===== src/hdl/scm_pkg.sv =====
package scm_pkg;

    localparam int unsigned DefStackDepth = 256;
    localparam int unsigned WordW  = 64;
    localparam int unsigned DepthW = 9;

    typedef enum logic [3:0] {
        OP_PUSH = 4'd0,
        OP_SWAP = 4'd1,
        OP_ADD  = 4'd2,
        OP_SUB  = 4'd3,
        OP_MUL  = 4'd4,
        OP_DIV  = 4'd5,
        OP_MAX  = 4'd6,
        OP_MIN  = 4'd7,
        OP_NEG  = 4'd8,
        OP_DUP  = 4'd9
    } t_op;

    typedef enum logic [1:0] {
        ERR_OK        = 2'd0,
        ERR_UNDERFLOW = 2'd1,
        ERR_OVERFLOW  = 2'd2,
        ERR_DIVZERO   = 2'd3
    } t_err;

    typedef enum logic [3:0] {
        ST_IDLE,
        ST_RD_TOP,
        ST_RD_SEC,
        ST_LATCH,
        ST_MUL,
        ST_DIV,
        ST_WR_SEC,
        ST_WR_TOP,
        ST_RD_BOT,
        ST_BOT,
        ST_OUT
    } t_state;

    // multiplier handshake
    typedef struct packed {
        logic start;
        logic busy;
    } t_unit_ctl;

endpackage


===== src/hdl/scm_mul.sv =====
module scm_mul (
    input  logic                 i_clk,
    input  logic                 i_rst_n,
    input  scm_pkg::t_unit_ctl   i_ctl,
    input  logic [63:0]          i_a,
    input  logic [63:0]          i_b,
    output logic                 o_busy,
    output logic [63:0]          o_prod
);
    import scm_pkg::*;

    logic [63:0] r_a;
    logic [63:0] r_b;
    logic [63:0] r_acc;
    logic [1:0]  r_step;
    logic        r_busy;
    logic [31:0] w_pa;
    logic [31:0] w_pb;
    logic [63:0] w_pp;
    logic [63:0] w_term;

    // low 64 bits from three 32x32 partial products, one a cycle
    always_comb begin
        w_pa = r_a[31:0];
        w_pb = r_b[31:0];
        unique case (r_step)
            2'd0: begin w_pa = r_a[31:0];  w_pb = r_b[31:0];  end
            2'd1: begin w_pa = r_a[63:32]; w_pb = r_b[31:0];  end
            2'd2: begin w_pa = r_a[31:0];  w_pb = r_b[63:32]; end
            default: begin w_pa = '0; w_pb = '0; end
        endcase
        w_pp   = {32'd0, w_pa} * {32'd0, w_pb};
        w_term = (r_step == 2'd0) ? w_pp : {w_pp[31:0], 32'd0};
    end

    always_ff @(posedge i_clk) begin
        if (!i_rst_n) begin
            r_busy <= 1'b0;
            r_step <= '0;
        end else if (i_ctl.start) begin
            r_busy <= 1'b1;
            r_step <= '0;
            r_a    <= i_a;
            r_b    <= i_b;
            r_acc  <= '0;
        end else if (r_busy) begin
            r_acc  <= r_acc + w_term;
            r_step <= r_step + 2'd1;
            if (r_step == 2'd2) begin
                r_busy <= 1'b0;
            end
        end
    end

    assign o_busy = r_busy;
    assign o_prod = r_acc;
endmodule


===== config.mk =====
export PLATFORM = sky130hd
export DESIGN_NAME = scm_mul
export DESIGN_NICKNAME = d
export VERILOG_FILES = /design/src/hdl/scm_pkg.sv /design/src/hdl/scm_mul.sv
export SDC_FILE = /design/constraint.sdc
export NUM_CORES = 2
export LEC_CHECK = 0
export BUFFER_PORTS_ARGS = -buffer_cell sky130_fd_sc_hd__buf_2
export CORE_UTILIZATION = 41
export DETAILED_ROUTE_END_ITERATION = 10
export GPL_ROUTABILITY_DRIVEN = 0
export GPL_TIMING_DRIVEN = 1
export SLEW_MARGIN = 10
export SYNTH_ARGS = -nofsm -noshare
export SYNTH_HDL_FRONTEND = slang
export SYNTH_SLANG_ARGS = --single-unit

===== constraint.sdc =====
create_clock -name i_clk -period 22.9 [get_ports i_clk]
set_clock_uncertainty 0.2 [all_clocks]
set_input_delay 1.145 -clock i_clk [delete_from_list [all_inputs] [get_ports i_clk]]
set_output_delay 1.145 -clock i_clk [all_outputs]
set_load 0.01 [all_outputs]

==> impl_metrics.csv <==
group,metric,value,unit
critical_path,arrival,13.54,ns
global_routing,grt_antenna_before_repair,3,
yosys,ys.warnings.count,0,
timing,finalWorstSetupSlack,9.41,ns
yosys,synth_cell_types,78,
timing,hold_viol_final,0,
place,post-place-ws,9.67,ns
clock_network,clock-root-buffer,"clkbuf_16",
drt,postRouteAntennaNets,0,
run_status,status,"complete, no violations",
drt,drt_iter0_drc,2860,
timing,max_slew.worst_pin.slew,1.20,ns
global_routing,grt_pass1_vias,35500,
drt,drt_first_pass_iters,6,
yosys,synth_cells,4776,
critical_path,worst-path-buf-inv,8,
worst_hold_path,hold_class,"reg -> reg",
floorplan,io_pins,197,
global_routing,grt_max_degree,87,
cells_and_area,layout_commonest_cell,"fa_1",
place,dp_hpwl,112,mm
cells_and_area,syn2layout_area_growth,7.22,%
yosys,async_flop_share,0,%
clock_network,cts_htree_levels,4,
job,cap_viol_max_count,0,
floorplan,coreArea,105000,µm²
critical_path,cpMostUsedCell,"fa_1",
critical_path,critical-path-top-delay-family,"adder cells",
floorplan,num_rows,119,
clock_network,hold_buffers,0,
critical_path,end_kind,"flop",
place,post_dp_cell_area,46100,µm²
clock_network,cts_tree,"yes",
floorplan,die_area,107000,µm²
global_routing,globalRouteOverflowTotal,0,
critical_path,crit_type,"reg -> reg",
floorplan,die_h,328,µm
yosys,synth_ff_type,"edfxtp_1",
timing,fin_crit,13.49,ns
timing,slew_violations,0,
timing,setup_viol,0,
yosys,syn_nets,6137,
critical_path,max_stage_delay,0.93,ns
cells_and_area,final_nets,6180,
drt,wl,140,mm
timing,fin_crit_sh,58.9,%
clock_network,cts.path.max_buffers,2,
timing,slew_headroom,20.0,%
timing,fmax,74.1,MHz
critical_path,slowest_stage,"a22o_1",
critical_path,crit_fanout,43,
yosys,seq_area_frac_synth,13.4,%
drt,vias_per_cell,5.51,
clock_network,clk_latency,0.53,ns
global_routing,grt_pass1_wl,217,mm
cells_and_area,layout_common_cells,"897 x fa_1, 861 x inv_1, 717 x nor2_1, 566 x nand2_1, 328 x ha_1",
cells_and_area,stdcell_area,46700,µm²
floorplan,start_util,41.4,%
timing,rsz0062_at_grt,"no",
floorplan,die_w,328,µm
clock_network,cts-resized-gates,0,
cells_and_area,drive_gt1_share,8.82,%
timing,fin_tns_setup,0,ns
clock_network,cts_setup_buffers,0,
yosys,ys_ff_latch,195,
drt,drc,0,
critical_path,cp.required,22.95,ns
drt,wire_per_inst,22.5,µm
yosys,synth.avg_cell_area,9.12,µm²
place,port_buffers,195,
clock_network,cts.clk_slew.worst_paths,0.11,ns
clock_network,numCtsBuffers,17,
global_routing,track_usage,26.9,%
drt,vias,34300,
critical_path,startpoint_type,"flop",
yosys,synth-edff-count,192,
clock_network,cts_sinks,195,
cells_and_area,antenna_cells,0,
yosys,syn_area,43500,µm²
[path summary, 6_finish.rpt]
kind / from / end / slack, ns / depth (start not counted)
worst max-delay path: r_step[0]$_SDFFE_PP0P_ / o_prod[61]$_SDFFCE_PP0P_ / 9.41 / 41
worst min register to register: r_step[1]$_SDFFE_PP0P_ / r_step[1]$_SDFFE_PP0P_ / 0.40 / 2
worst max register to register: r_step[0]$_SDFFE_PP0P_ / o_prod[61]$_SDFFCE_PP0P_ / 9.41 / 41
worst min-delay path: r_step[1]$_SDFFE_PP0P_ / r_step[1]$_SDFFE_PP0P_ / 0.40 / 2
[per-stage QoR]
stage               hold slack (ns)  utilization [%]  instances
floorplan                     0.314                -       4776
finish                        0.400             44.3       6223
global route                  0.431             44.3       6223
detailed placement            0.359             43.8       6191
CTS                           0.385             44.3       6223
global placement              0.361             43.8       6191
[synthesized netlist by cell type, drive strengths merged (16+ instances only)]
library cell,count,area [µm²]
fa,897,18000
inv,861,3230
nor2,737,2770
nand2,566,2120
ha,332,4150
clkbuf,247,928
edfxtp,192,5770
a21oi,135,687
o21ai,101,517
a21o,81,608
xnor2,65,569
a22oi,63,473
xor2,44,385
nand3,42,210
or2,38,238
and2,33,206
nand4,33,213
a22o,30,263
nor3,25,125
a31oi,24,150
o21bai,18,135
nor2b,16,108
[cell type report]
cell class	count	area, µm²
well taps	1391	1740
clock inverters	15	184
fillers	10300	58600
repair buffers	285	1650
multi-input cells	3459	33600
clock buffers	17	425
flip-flops and latches	195	5830
inverters	861	3230
[worst reg2reg max path: cells and delay by family (launching register included)]
| family | cells | cell delay, ns |
|---|---|---|
| buf+inv | 8 | 1.49 |
| xor+xnor | 2 | 0.66 |
| flops | 1 | 0.37 |
| simple gates | 8 | 1.61 |
| fa+ha+maj | 11 | 4.98 |
| compound gates | 12 | 3.91 |
[state kept, by name (all words and copies together) (netlist names)]
register / flops
r_a: 64
r_step: 2
o_prod: 64
o_busy: 1
r_b: 64
[per-layer routing]
metal	GRT usage (%)	share of wire (%)	vias to the layer above
li1	-	-	14900
met1	37.4	42	17500
met2	41.1	44	1586
met3	5.80	9.7	248
met4	10.4	4.4	0
met5	0	0	-
[kinds of logic after synthesis]
logic type,share of synthesized area [%]
simple gates,14.5
fa+ha+maj,50.8
buf+inv,9.70
compound gates,8.81
flops,13.4
xor+xnor,2.19
mux,0.595
Power is not shown: default switching activity piles up to over one toggle a cycle in this logic, so the estimate is an artifact.
