<file path="src/hdl/scm_div.sv">
module scm_div (
    input  logic        i_clk,
    input  logic        i_rst_n,
    input  logic        i_start,
    input  logic [63:0] i_num,
    input  logic [63:0] i_den,
    output logic        o_busy,
    output logic [63:0] o_quot
);
    logic [63:0] r_q;
    logic [63:0] r_rem;
    logic [63:0] r_den;
    logic [6:0]  r_cnt;
    logic        r_neg;
    logic        r_busy;
    logic [64:0] w_trial;
    logic [64:0] w_diff;

    // one restoring step per cycle on magnitudes
    assign w_trial = {r_rem, r_q[63]};
    assign w_diff  = w_trial - {1'b0, r_den};

    always_ff @(posedge i_clk) begin
        if (!i_rst_n) begin
            r_busy <= 1'b0;
            r_cnt  <= '0;
        end else if (i_start) begin
            r_busy <= 1'b1;
            r_cnt  <= 7'd64;
            r_q    <= i_num[63] ? (64'd0 - i_num) : i_num;
            r_den  <= i_den[63] ? (64'd0 - i_den) : i_den;
            r_rem  <= '0;
            r_neg  <= i_num[63] ^ i_den[63];
        end else if (r_busy) begin
            if (!w_diff[64]) begin
                r_rem <= w_diff[63:0];
            end else begin
                r_rem <= w_trial[63:0];
            end
            r_q   <= {r_q[62:0], ~w_diff[64]};
            r_cnt <= r_cnt - 7'd1;
            if (r_cnt == 7'd1) begin
                r_busy <= 1'b0;
            end
        end
    end

    assign o_busy = r_busy;
    assign o_quot = r_neg ? (64'd0 - r_q) : r_q;
endmodule

</file>
<file path="config.mk">
export PLATFORM = sky130hd
export DESIGN_NAME = scm_div
export DESIGN_NICKNAME = d
export VERILOG_FILES = /design/src/hdl/scm_div.sv
export SDC_FILE = /design/constraint.sdc
export NUM_CORES = 1
export LEC_CHECK = 0
export ABC_AREA = 1
export BUFFER_PORTS_ARGS = -buffer_cell sky130_fd_sc_hd__buf_2
export CAP_MARGIN = 10
export CORE_ASPECT_RATIO = 2
export CORE_MARGIN = 3
export CORE_UTILIZATION = 25
export CTS_BUF_LIST = sky130_fd_sc_hd__clkbuf_8
export CTS_CLUSTER_SIZE = 8
export DETAILED_ROUTE_END_ITERATION = 8
export HOLD_SLACK_MARGIN = 0.15
export SYNTH_ARGS = -nofsm -noshare
export SYNTH_HDL_FRONTEND = slang
export SYNTH_SLANG_ARGS = --single-unit
export TNS_END_PERCENT = 5
</file>
<file path="constraint.sdc">
create_clock -name i_clk -period 4.6 [get_ports i_clk]
set_input_delay 1.15 -clock i_clk [delete_from_list [all_inputs] [get_ports i_clk]]
set_output_delay 1.15 -clock i_clk [all_outputs]
set_load 0.02 [all_outputs]
</file>
==> run_results.csv, run 1 <==
group,metric,value,unit
placement,dp_slack,647,ps
placement,numPortBuffers,195,
worst_setup_path,rrSetupSlack,1060,ps
synthesis,synth_warnings,0,
cells_and_area,drive_above_1_share,0.0909,
sta,fin_worst_skew,72.2,ps
synthesis,ys_seq_area_frac,0.287,
sta,setup_tns,0,ps
cts,cts_sinks,201,
cts,post_cts_buffers,0,
routing,wirelength,93.7,mm
run,max-cap-violations,0,
placement,dpl-instance-area,0.0229,mm^2
sta,setup_slack,236,ps
sta,fin_crit_sh,0.949,
sta,maxSlewHeadroom,0.410,
placement,gp_congestion,1.03,
synthesis,synth.avg_cell_area,6.13,um^2
worst_setup_path,cp-end-kind,"primary output",
power,p_leak,11.9,nW
routing,final_antenna_net_count,0,
cts,clk_latency,680,ps
die,die_area,0.0867,mm^2
status,status,"complete, no violations",
routing,drc,0,
sta,worst_pin_slew,883,ps
synthesis,synthTopCellsByArea,"edfxtp_1, nand2_1, inv_1, nor2_1, xor2_1",
sta,setup_viol,0,
hold_path,holdCritPathClass,"flop to flop",
power,vdd_ir_drop_max,0.163,mV
cts,clkSlewWorstSetupHoldPaths,70,ps
sta,rsz0062_at_grt,"false",
routing,dr_total_vias,22100,
cts,cts.root.buffer_cell,"clkbuf_8",
global_routing,grt_pass1_wl,135,mm
synthesis,synth_common_cells,"nand2_1, inv_1, nor2_1, edfxtp_1, xor2_1",
cells_and_area,syn2layout_area_growth,14.4,%
synthesis,synth_edf_count,193,
global_routing,grt_max_degree,73,
cts,htreeDepth,2,
sta,layout_min_cycle_time,4360,ps
routing,drt_iter0_drc,1399,
synthesis,synth_area_leader_cell,"edfxtp_1",
global_routing,antenna_found_initial,6,
synthesis,synth-seq-cells,201,
worst_setup_path,cp.arrival,3210,ps
worst_setup_path,critical_path_required,3450,ps
cts,clockBufferDepth,3,
die,initial_core_util,0.253,
synthesis,synthFlopType,"edfxtp_1",
global_routing,grt_overflow,0,
synthesis,syn_area,0.0207,mm^2
worst_setup_path,cp-start-kind,"flop",
sta,fmax,229,MHz
synthesis,synth-async-reset-ratio,0,
routing,dr.pass1.iters,7,
cells_and_area,fin_nets,3779,
worst_setup_path,crit_type,"flop to primary output",
routing,viasPerCell,4.74,
synthesis,syn-num-nets,3583,
cts,cts_tree,"yes",
die,die_h,413,um
synthesis,synthCells,3382,
synthesis,synth_top_area_share,0.279,
die,std_cell_rows,148,
sta,finalHoldViolCount,0,
die,core_area,0.0818,mm^2
cts,cts_buffers,39,
routing,wl_per_cell,20.1,um
sta,report.final.slew_viol_count,0,
die,ioPinCount,196,
synthesis,yosysMostFrequentCell,"nand2_1",
power,power_density,331,mW/mm^2
synthesis,synth_cell_types,48,
die,die_w,210,um
cts,hold_buffers,0,
placement,hpwl,77.9,mm
global_routing,grt_usage,0.210,
cells_and_area,final_area,0.0237,mm^2
global_routing,grt_pass1_vias,22600,
worst_setup_path,crit_fanout,4,
power breakdown:
group | switching, mW | leakage [nW] | internal [mW] | total (mW)
logic | 2.45 | 9.55 | 0.992 | 3.44
clock network | 0.947 | 0.430 | 1.03 | 1.98
registers | 0.149 | 1.93 | 2.30 | 2.45
cell families after synthesis:
family          after synthesis  synth area share
buf+inv                     696             0.131
fa+ha+maj                    70            0.0426
compound gates              240            0.0618
xor+xnor                    184            0.0777
simple gates               1991             0.400
flops                       201             0.287
per-layer routing:
| layer | track usage | up-vias | share of wire |
|---|---|---|---|
| met5 | 0 | - | 0 |
| met4 | 0.187 | 0 | 0.11 |
| met3 | 0.0316 | 344 | 0.050 |
| met2 | 0.411 | 815 | 0.53 |
| met1 | 0.179 | 9967 | 0.31 |
| li1 | - | 10900 | - |
final cells by class:
type                       count  area (um^2)
multi-input combinational   2485        12100
timing repair buffer         214         1160
fill                        9411        58100
clock buffer                  39          537
clock inverter                31          260
inverter                     637         2390
sequential                   201         5960
tap                         1050         1310
antenna                        3         7.51
what timing repair did:
| action | 4_1_cts | 5_1_grt |
|---|---|---|
| resized for setup | 1 | 5 |
| pin swaps | 0 | 0 |
| setup endpoints to repair | 1 | 6 |
sequential cells by signal, summed over array words and instances, names as in the netlist:
register,count
r_cnt,7
r_neg,1
o_busy,1
r_q,64
r_rem,64
r_den,64
critical path, cell delays in order (launching register included):
cell,delay [ps]
edfxtp_1,420
inv_1,110
ha_1,230
nand3_1,160
nor2_2,210
inv_2,60
nor3_1,120
inv_1,70
or2_2,320
nand2_1,90
xor2_1,510
buf_2,280
final timing paths:
check | start | end | cells after the start
min | r_cnt[4]$_SDFFE_PP0P_ | r_cnt[4]$_SDFFE_PP0P_ | 1
min reg2reg | r_cnt[4]$_SDFFE_PP0P_ | r_cnt[4]$_SDFFE_PP0P_ | 1
max reg2reg | r_q[63]$_DFFE_PP_ | r_rem[43]$_SDFFCE_PP0P_ | 19
max | r_q[0]$_DFFE_PP_ | o_quot[18] | 11
per-stage QoR:
step / instances / power [mW] / util / hold slack [ps]
final: 4660 / 7.87 / 0.290 / 499
after global routing: 4658 / 8.38 / 0.290 / 522
after CTS: 4657 / 7.91 / 0.290 / 493
after detailed placement: 4587 / 5.88 / 0.280 / 480
after global placement: 4587 / 5.87 / 0.280 / 482
after floorplan: 3382 / 4.75 / - / 451
layout by cell type (no fill, tap or decap), types with 4 or more instances in the layout:
cell,instances
nand2_1,1125
inv_1,627
nor2_1,472
buf_2,195
edfxtp_1,193
xor2_1,169
nand3_1,166
o21ai_0,131
nand4_1,82
a21oi_1,73
ha_1,69
nor3_1,56
clkbuf_8,39
nand3b_1,21
nor4_1,19
buf_4,16
xnor2_1,15
inv_2,14
nor2_2,12
clkinv_1,10
a31oi_1,10
o21bai_1,9
dfxtp_1,8
clkinv_2,7
o211ai_1,6
nand2_2,6
or2_2,5
nand2_4,5
nor3b_1,4
bufinv_16,4
Note: power is estimated with default switching activity, not from simulation.
==> inputs of run 2 (changes only) <==
- CORE_UTILIZATION: 25 -> 50
- PLACE_DENSITY: default -> 0.72
==> run 2 against run 1 <==
  * Sequential power about the same
  * Non-clock buffer count down 2
  * Routed wire length down 8.1%
  * Register-to-register slack better by 90 ps
==> run_results.csv, run 2 (same netlist as run 1, synthesis figures left out) <==
group,metric,value,unit
worst_setup_path,cp-end-kind,"primary output",
cts,cts_buffers,35,
global_routing,antenna_found_initial,24,
worst_setup_path,rr_endpoint,"r_rem[61]$_SDFFCE_PP0P_",
routing,drc,0,
worst_setup_path,cpMostUsedCell,"nand2_1",
power,clkPwrFrac,0.227,
hold_path,hold_start,"r_cnt[4]$_SDFFE_PP0P_",
die,die_area,0.0441,mm^2
cells_and_area,final_area,0.0230,mm^2
worst_setup_path,crit_type,"flop to primary output",
run,max-cap-violations,0,
worst_setup_path,rrSetupSlack,1150,ps
cts,clk_latency,600,ps
power,switching_share,0.448,
die,die_w,150,um
worst_setup_path,crit_fanout,4,
cts,htreeDepth,2,
die,ioPinCount,196,
worst_setup_path,cp_slowest_stage_delay,590,ps
routing,final_antenna_net_count,0,
global_routing,grt_pass1_vias,22200,
routing,viasPerCell,5.29,
global_routing,grt_overflow,0,
sta,layout_min_cycle_time,4440,ps
cells_and_area,syn2layout_area_growth,10.7,%
global_routing,grt_pass1_wl,125,mm
power,p_leak,11.8,nW
routing,dr.pass1.iters,6,
cts,cts_tree,"yes",
cells_and_area,final_util,0.560,
power,vdd_ir_drop_max,0.159,mV
sta,finalHoldViolCount,0,
power,power_density,330,mW/mm^2
cells_and_area,mostFrequentLayoutCells,"nand2_1, inv_1, nor2_1",
global_routing,grt_usage,0.385,
cells_and_area,drive_above_1_share,0.0877,
power,p_int,4.17,mW
worst_setup_path,critical-path-slowest-cell,"nand4_1",
cts,post_cts_buffers,0,
status,status,"complete, no violations",
routing,drt_iter0_drc,1209,
die,initial_core_util,0.506,
placement,dpl-instance-area,0.0222,mm^2
placement,place_inst,4070,
routing,wirelength,86.1,mm
cells_and_area,final_common_cell,"nand2_1",
sta,fin_worst_skew,47.1,ps
sta,worst_pin_slew,944,ps
hold_path,holdCritPathClass,"flop to flop",
sta,setup_slack,164,ps
cts,hold_buffers,0,
worst_setup_path,cp.arrival,3290,ps
die,std_cell_rows,105,
cells_and_area,num-fill-cells,4443,
hold_path,hold-path-endpoint,"r_cnt[4]$_SDFFE_PP0P_",
placement,hpwl,72.1,mm
worst_setup_path,worst-r2r-cell-count,19,
cells_and_area,fin_nets,3773,
sta,hold_ws,514,ps
routing,dr_total_vias,21900,
sta,maxSlewHeadroom,0.371,
worst_setup_path,crit_chain,"nor2_1 -> nand2_1 -> nor4_1 -> nand4_1 -> xor2_1 -> nand2_1 -> o21ai_0 -> buf_2",
sta,report.final.slew_viol_count,0,
placement,dp_slack,829,ps
worst_setup_path,cp-start-kind,"flop",
sta,setup_tns,0,ps
power,totalPowerFinal,7.56,mW
worst_setup_path,critical_path_required,3450,ps
hold_path,min_path_cells,1,
sta,setup_viol,0,
power,pwr-share-comb,0.448,
die,core_area,0.0410,mm^2
sta,fin_crit_sh,0.964,
routing,wl_per_cell,20.8,um
die,die_h,294,um
placement,numPortBuffers,195,
cells_and_area,reg.largest.list,"r_den: 64 flops, r_q: 64 flops, r_rem: 64 flops",
cells_and_area,finalNonFillerCells,4144,
power,p_switching,3.39,mW
cts,cts.root.buffer_cell,"clkbuf_8",
cts,clockBufferDepth,3,
worst_setup_path,regToRegStartpoint,"r_q[63]$_DFFE_PP_",
sta,rsz0062_at_grt,"false",
sta,fmax,225,MHz
cts,cts_sinks,201,
power,seqPwrFrac,0.325,
placement,gp_congestion,1.06,
cts,clkSlewWorstSetupHoldPaths,70,ps
global_routing,grt_max_degree,77,
[run 2: cell count changes in the layout (fill, tap and decap cells not counted), moves of 2 or more]
cell,before,now
buf_12,3,1
clkinv_1,10,4
diode_2,3,18
bufinv_16,4,2
clkinv_2,7,2
[run 2: timing repair]
item,4_1_cts,5_1_grt
resized for setup,0,1
hold endpoints to repair,0,0
endpoints found under the setup margin,0,2
[run 2: area by class of cell]
type / instances / area [um^2] / share of cell area
clock buffer: 38 / 523 / 0.0228
clock inverter: 18 / 148 / 0.00643
multi-input combinational: 2485 / 12100 / 0.527
antenna: 18 / 45.0 / 0.00196
tap: 535 / 669 / 0.0292
inverter: 637 / 2390 / 0.104
sequential: 201 / 5960 / 0.259
timing repair buffer: 212 / 1120 / 0.0486
[run 2: metal layers]
metal	vias to the layer above	global-route usage	routed length (um)
met3	409	0.0741	4960
li1	10900	-	-
met5	-	0	67
met2	862	0.699	43300
met4	8	0.422	12100
met1	9714	0.318	25600
[run 2: how the worst max path moves through the flow]
stage / start / to / slack, ps / cells past startpoint
final: r_q[8]$_DFFE_PP_ / o_quot[50] / 160 / 8
after detailed placement: r_q[0]$_DFFE_PP_ / o_quot[52] / 830 / 14
after global routing: r_q[1]$_DFFE_PP_ / o_quot[52] / 3 / 14
after floorplan: i_start / r_q[0]$_DFFE_PP_ / 1070 / 3
after CTS: r_q[1]$_DFFE_PP_ / o_quot[52] / 180 / 14
after global placement: r_q[1]$_DFFE_PP_ / o_quot[52] / 880 / 14
[run 2: power by group through the flow]
stage          Clock [mW]  Sequential [mW]  Combinational [mW]
6_report             1.72             2.46                3.39
3_5_place_dp            0             2.49                3.34
5_1_grt              1.79             2.47                3.75
3_3_place_gp            0             2.48                3.33
4_1_cts              1.73             2.45                3.35
2_1_floorplan           0             2.43                2.32
[run 2: worst max-delay path: cells and delay by family (launching register included)]
kind,cells,cell delay [ps]
AOI/OAI and AO/OA,1,190
DFF,1,470
buffers and inverters,1,240
xor gates and xnor gates,1,310
and+or+nand+nor,5,1480
==> inputs of run 3 (changes only) <==
- PLACE_DENSITY: 0.72 -> 0.69
- SKIP_LAST_GASP: default -> 1
- clock period: 4.6 -> 5.5 ns (I/O delays scaled with it)
==> run 3 against run 2 <==
  * Highest routed layer unchanged
  * Non-clock buffer count shrank 7
  * Design area shrank 0.58%
  * Register-to-register slack gained 480 ps
  * Flip-flop and latch count is the same
  * Largest power group unchanged
  * Largest cell class unchanged
  * Combinational power shrank 15%
  * Global-route usage grew 1.2 points
  * Sequential share of layout area grew 0.15 points
  * Sequential power shrank 17%
  * Clock-buffer cell count is the same
  * Die area is the same
  * Total power shrank 17%
==> run_results.csv, run 3 (same netlist as run 1, synthesis figures left out) <==
group,metric,value,unit
status,status,"complete, no violations",
routing,dr.pass1.iters,6,
sta,fin_worst_skew,25.3,ps
cells_and_area,num-fill-cells,4263,
cells_and_area,finalNonFillerCells,4132,
cts,cts_sinks,201,
placement,numPortBuffers,195,
sta,worst_pin_slew,1160,ps
cells_and_area,final_util,0.557,
routing,dr_total_vias,22700,
cells_and_area,drive_above_1_share,0.0848,
worst_setup_path,crit_fanout,4,
sta,rsz0062_at_grt,"false",
cts,cts_buffers,34,
worst_setup_path,crit_chain,"inv_1 -> ha_1 -> nand3_1 -> nor2_1 -> inv_2 -> nor2_1 -> nand2_1 -> nor2_1 -> nand3_1 -> nand2_1 -> o21ai_1 -> o21ai_0 -> nand2_1 -> buf_2",
die,core_area,0.0410,mm^2
sta,finalHoldViolCount,0,
run,max-cap-violations,0,
sta,setup_slack,851,ps
cts,cts.root.buffer_cell,"clkbuf_8",
cts,post_cts_buffers,0,
placement,hpwl,72.1,mm
worst_setup_path,critical_path_required,4120,ps
worst_setup_path,critical-path-slowest-cell,"edfxtp_1",
sta,fmax,215,MHz
sta,fin_crit_sh,0.845,
global_routing,grt_pass1_wl,130,mm
routing,wirelength,88.1,mm
power,vdd_ir_drop_max,0.130,mV
power,switching_share,0.459,
routing,final_antenna_net_count,0,
power,p_switching,2.87,mW
die,die_w,150,um
sta,report.final.slew_viol_count,0,
cells_and_area,final_common_cell,"nand2_1",
global_routing,grt_pass1_vias,23000,
routing,drt_iter0_drc,1494,
cells_and_area,mostFrequentLayoutCells,"nand2_1, inv_1, nor2_1",
worst_setup_path,cp.arrival,3270,ps
power,clkPwrFrac,0.212,
power,power_density,274,mW/mm^2
cts,clkSlewWorstSetupHoldPaths,60,ps
global_routing,grt_usage,0.396,
worst_setup_path,cp-start-kind,"flop",
routing,drc,0,
cts,hold_buffers,0,
die,ioPinCount,196,
cells_and_area,fin_nets,3765,
global_routing,antenna_found_initial,17,
power,seqPwrFrac,0.327,
worst_setup_path,cp-end-kind,"primary output",
sta,maxSlewHeadroom,0.218,
die,die_h,294,um
routing,viasPerCell,5.48,
power,totalPowerFinal,6.26,mW
global_routing,grt_overflow,0,
power,pwr-share-comb,0.461,
sta,setup_viol,0,
placement,gp_congestion,1.05,
placement,place_inst,4063,
die,die_area,0.0441,mm^2
worst_setup_path,crit_type,"flop to primary output",
cells_and_area,syn2layout_area_growth,10.0,%
die,std_cell_rows,105,
global_routing,grt_max_degree,73,
routing,wl_per_cell,21.3,um
hold_path,holdCritPathClass,"flop to flop",
cts,cts_tree,"yes",
worst_setup_path,cp_slowest_stage_delay,410,ps
cts,htreeDepth,2,
placement,dp_slack,1500,ps
cts,cts_resized,0,
die,initial_core_util,0.506,
cells_and_area,reg.largest.list,"r_den: 64 flops, r_q: 64 flops, r_rem: 64 flops",
power,p_int,3.39,mW
cts,clk_latency,580,ps
sta,setup_tns,0,ps
sta,layout_min_cycle_time,4650,ps
power,p_leak,11.8,nW
cts,clockBufferDepth,3,
[run 3: stage by stage]
step / hold slack, ps / area (um^2)
global placement: 480 / 22200
floorplan: 451 / 20700
finish: 512 / 22800
detailed placement: 499 / 22200
global route: 529 / 22800
CTS: 512 / 22800
[run 3: power by group through the flow]
| stage | sequential, mW | combinational [mW] | clock (mW) |
|---|---|---|---|
| 3_5_place_dp | 2.07 | 2.81 | 0 |
| 3_3_place_gp | 2.07 | 2.78 | 0 |
| 5_1_grt | 2.06 | 3.16 | 1.39 |
| 2_1_floorplan | 2.04 | 1.94 | 0 |
| 6_report | 2.05 | 2.88 | 1.33 |
| 4_1_cts | 2.04 | 2.82 | 1.34 |
[run 3: final cells by class]
cell class | count | area, um^2 | share of cell area
diodes | 13 | 32.5 | 0.00143
clock buffers | 38 | 523 | 0.0229
clock inverters | 18 | 83.8 | 0.00367
inverters | 637 | 2390 | 0.105
multi-input cells | 2485 | 12100 | 0.530
flip-flops and latches | 201 | 5960 | 0.261
well taps | 535 | 669 | 0.0293
repair buffers | 205 | 1080 | 0.0472
[run 3: final timing paths]
check / slack, ps / cells past startpoint / to / startpoint
max: 850 / 14 / o_quot[52] / r_q[0]$_DFFE_PP_
min: 510 / 2 / r_cnt[3]$_SDFFE_PP0P_ / r_cnt[3]$_SDFFE_PP0P_
max reg2reg: 1630 / 19 / r_rem[46]$_SDFFCE_PP0P_ / r_q[63]$_DFFE_PP_
min reg2reg: 510 / 2 / r_cnt[3]$_SDFFE_PP0P_ / r_cnt[3]$_SDFFE_PP0P_
[run 3: worst max-delay path, delay by kind of cell (launching register included)]
kind	cells	cell delay, ps
buffers and inverters	3	350
adders and majority gates	1	250
and+or+nand+nor	8	1380
AOI/OAI and AO/OA	2	310
DFF	1	410
[run 3: layer usage]
layer,vias up,track usage,share of wire
li1,10900,-,-
met1,10300,0.345,0.30
met2,1047,0.715,0.50
met3,414,0.0767,0.068
met4,8,0.407,0.13
met5,-,0,0.00064
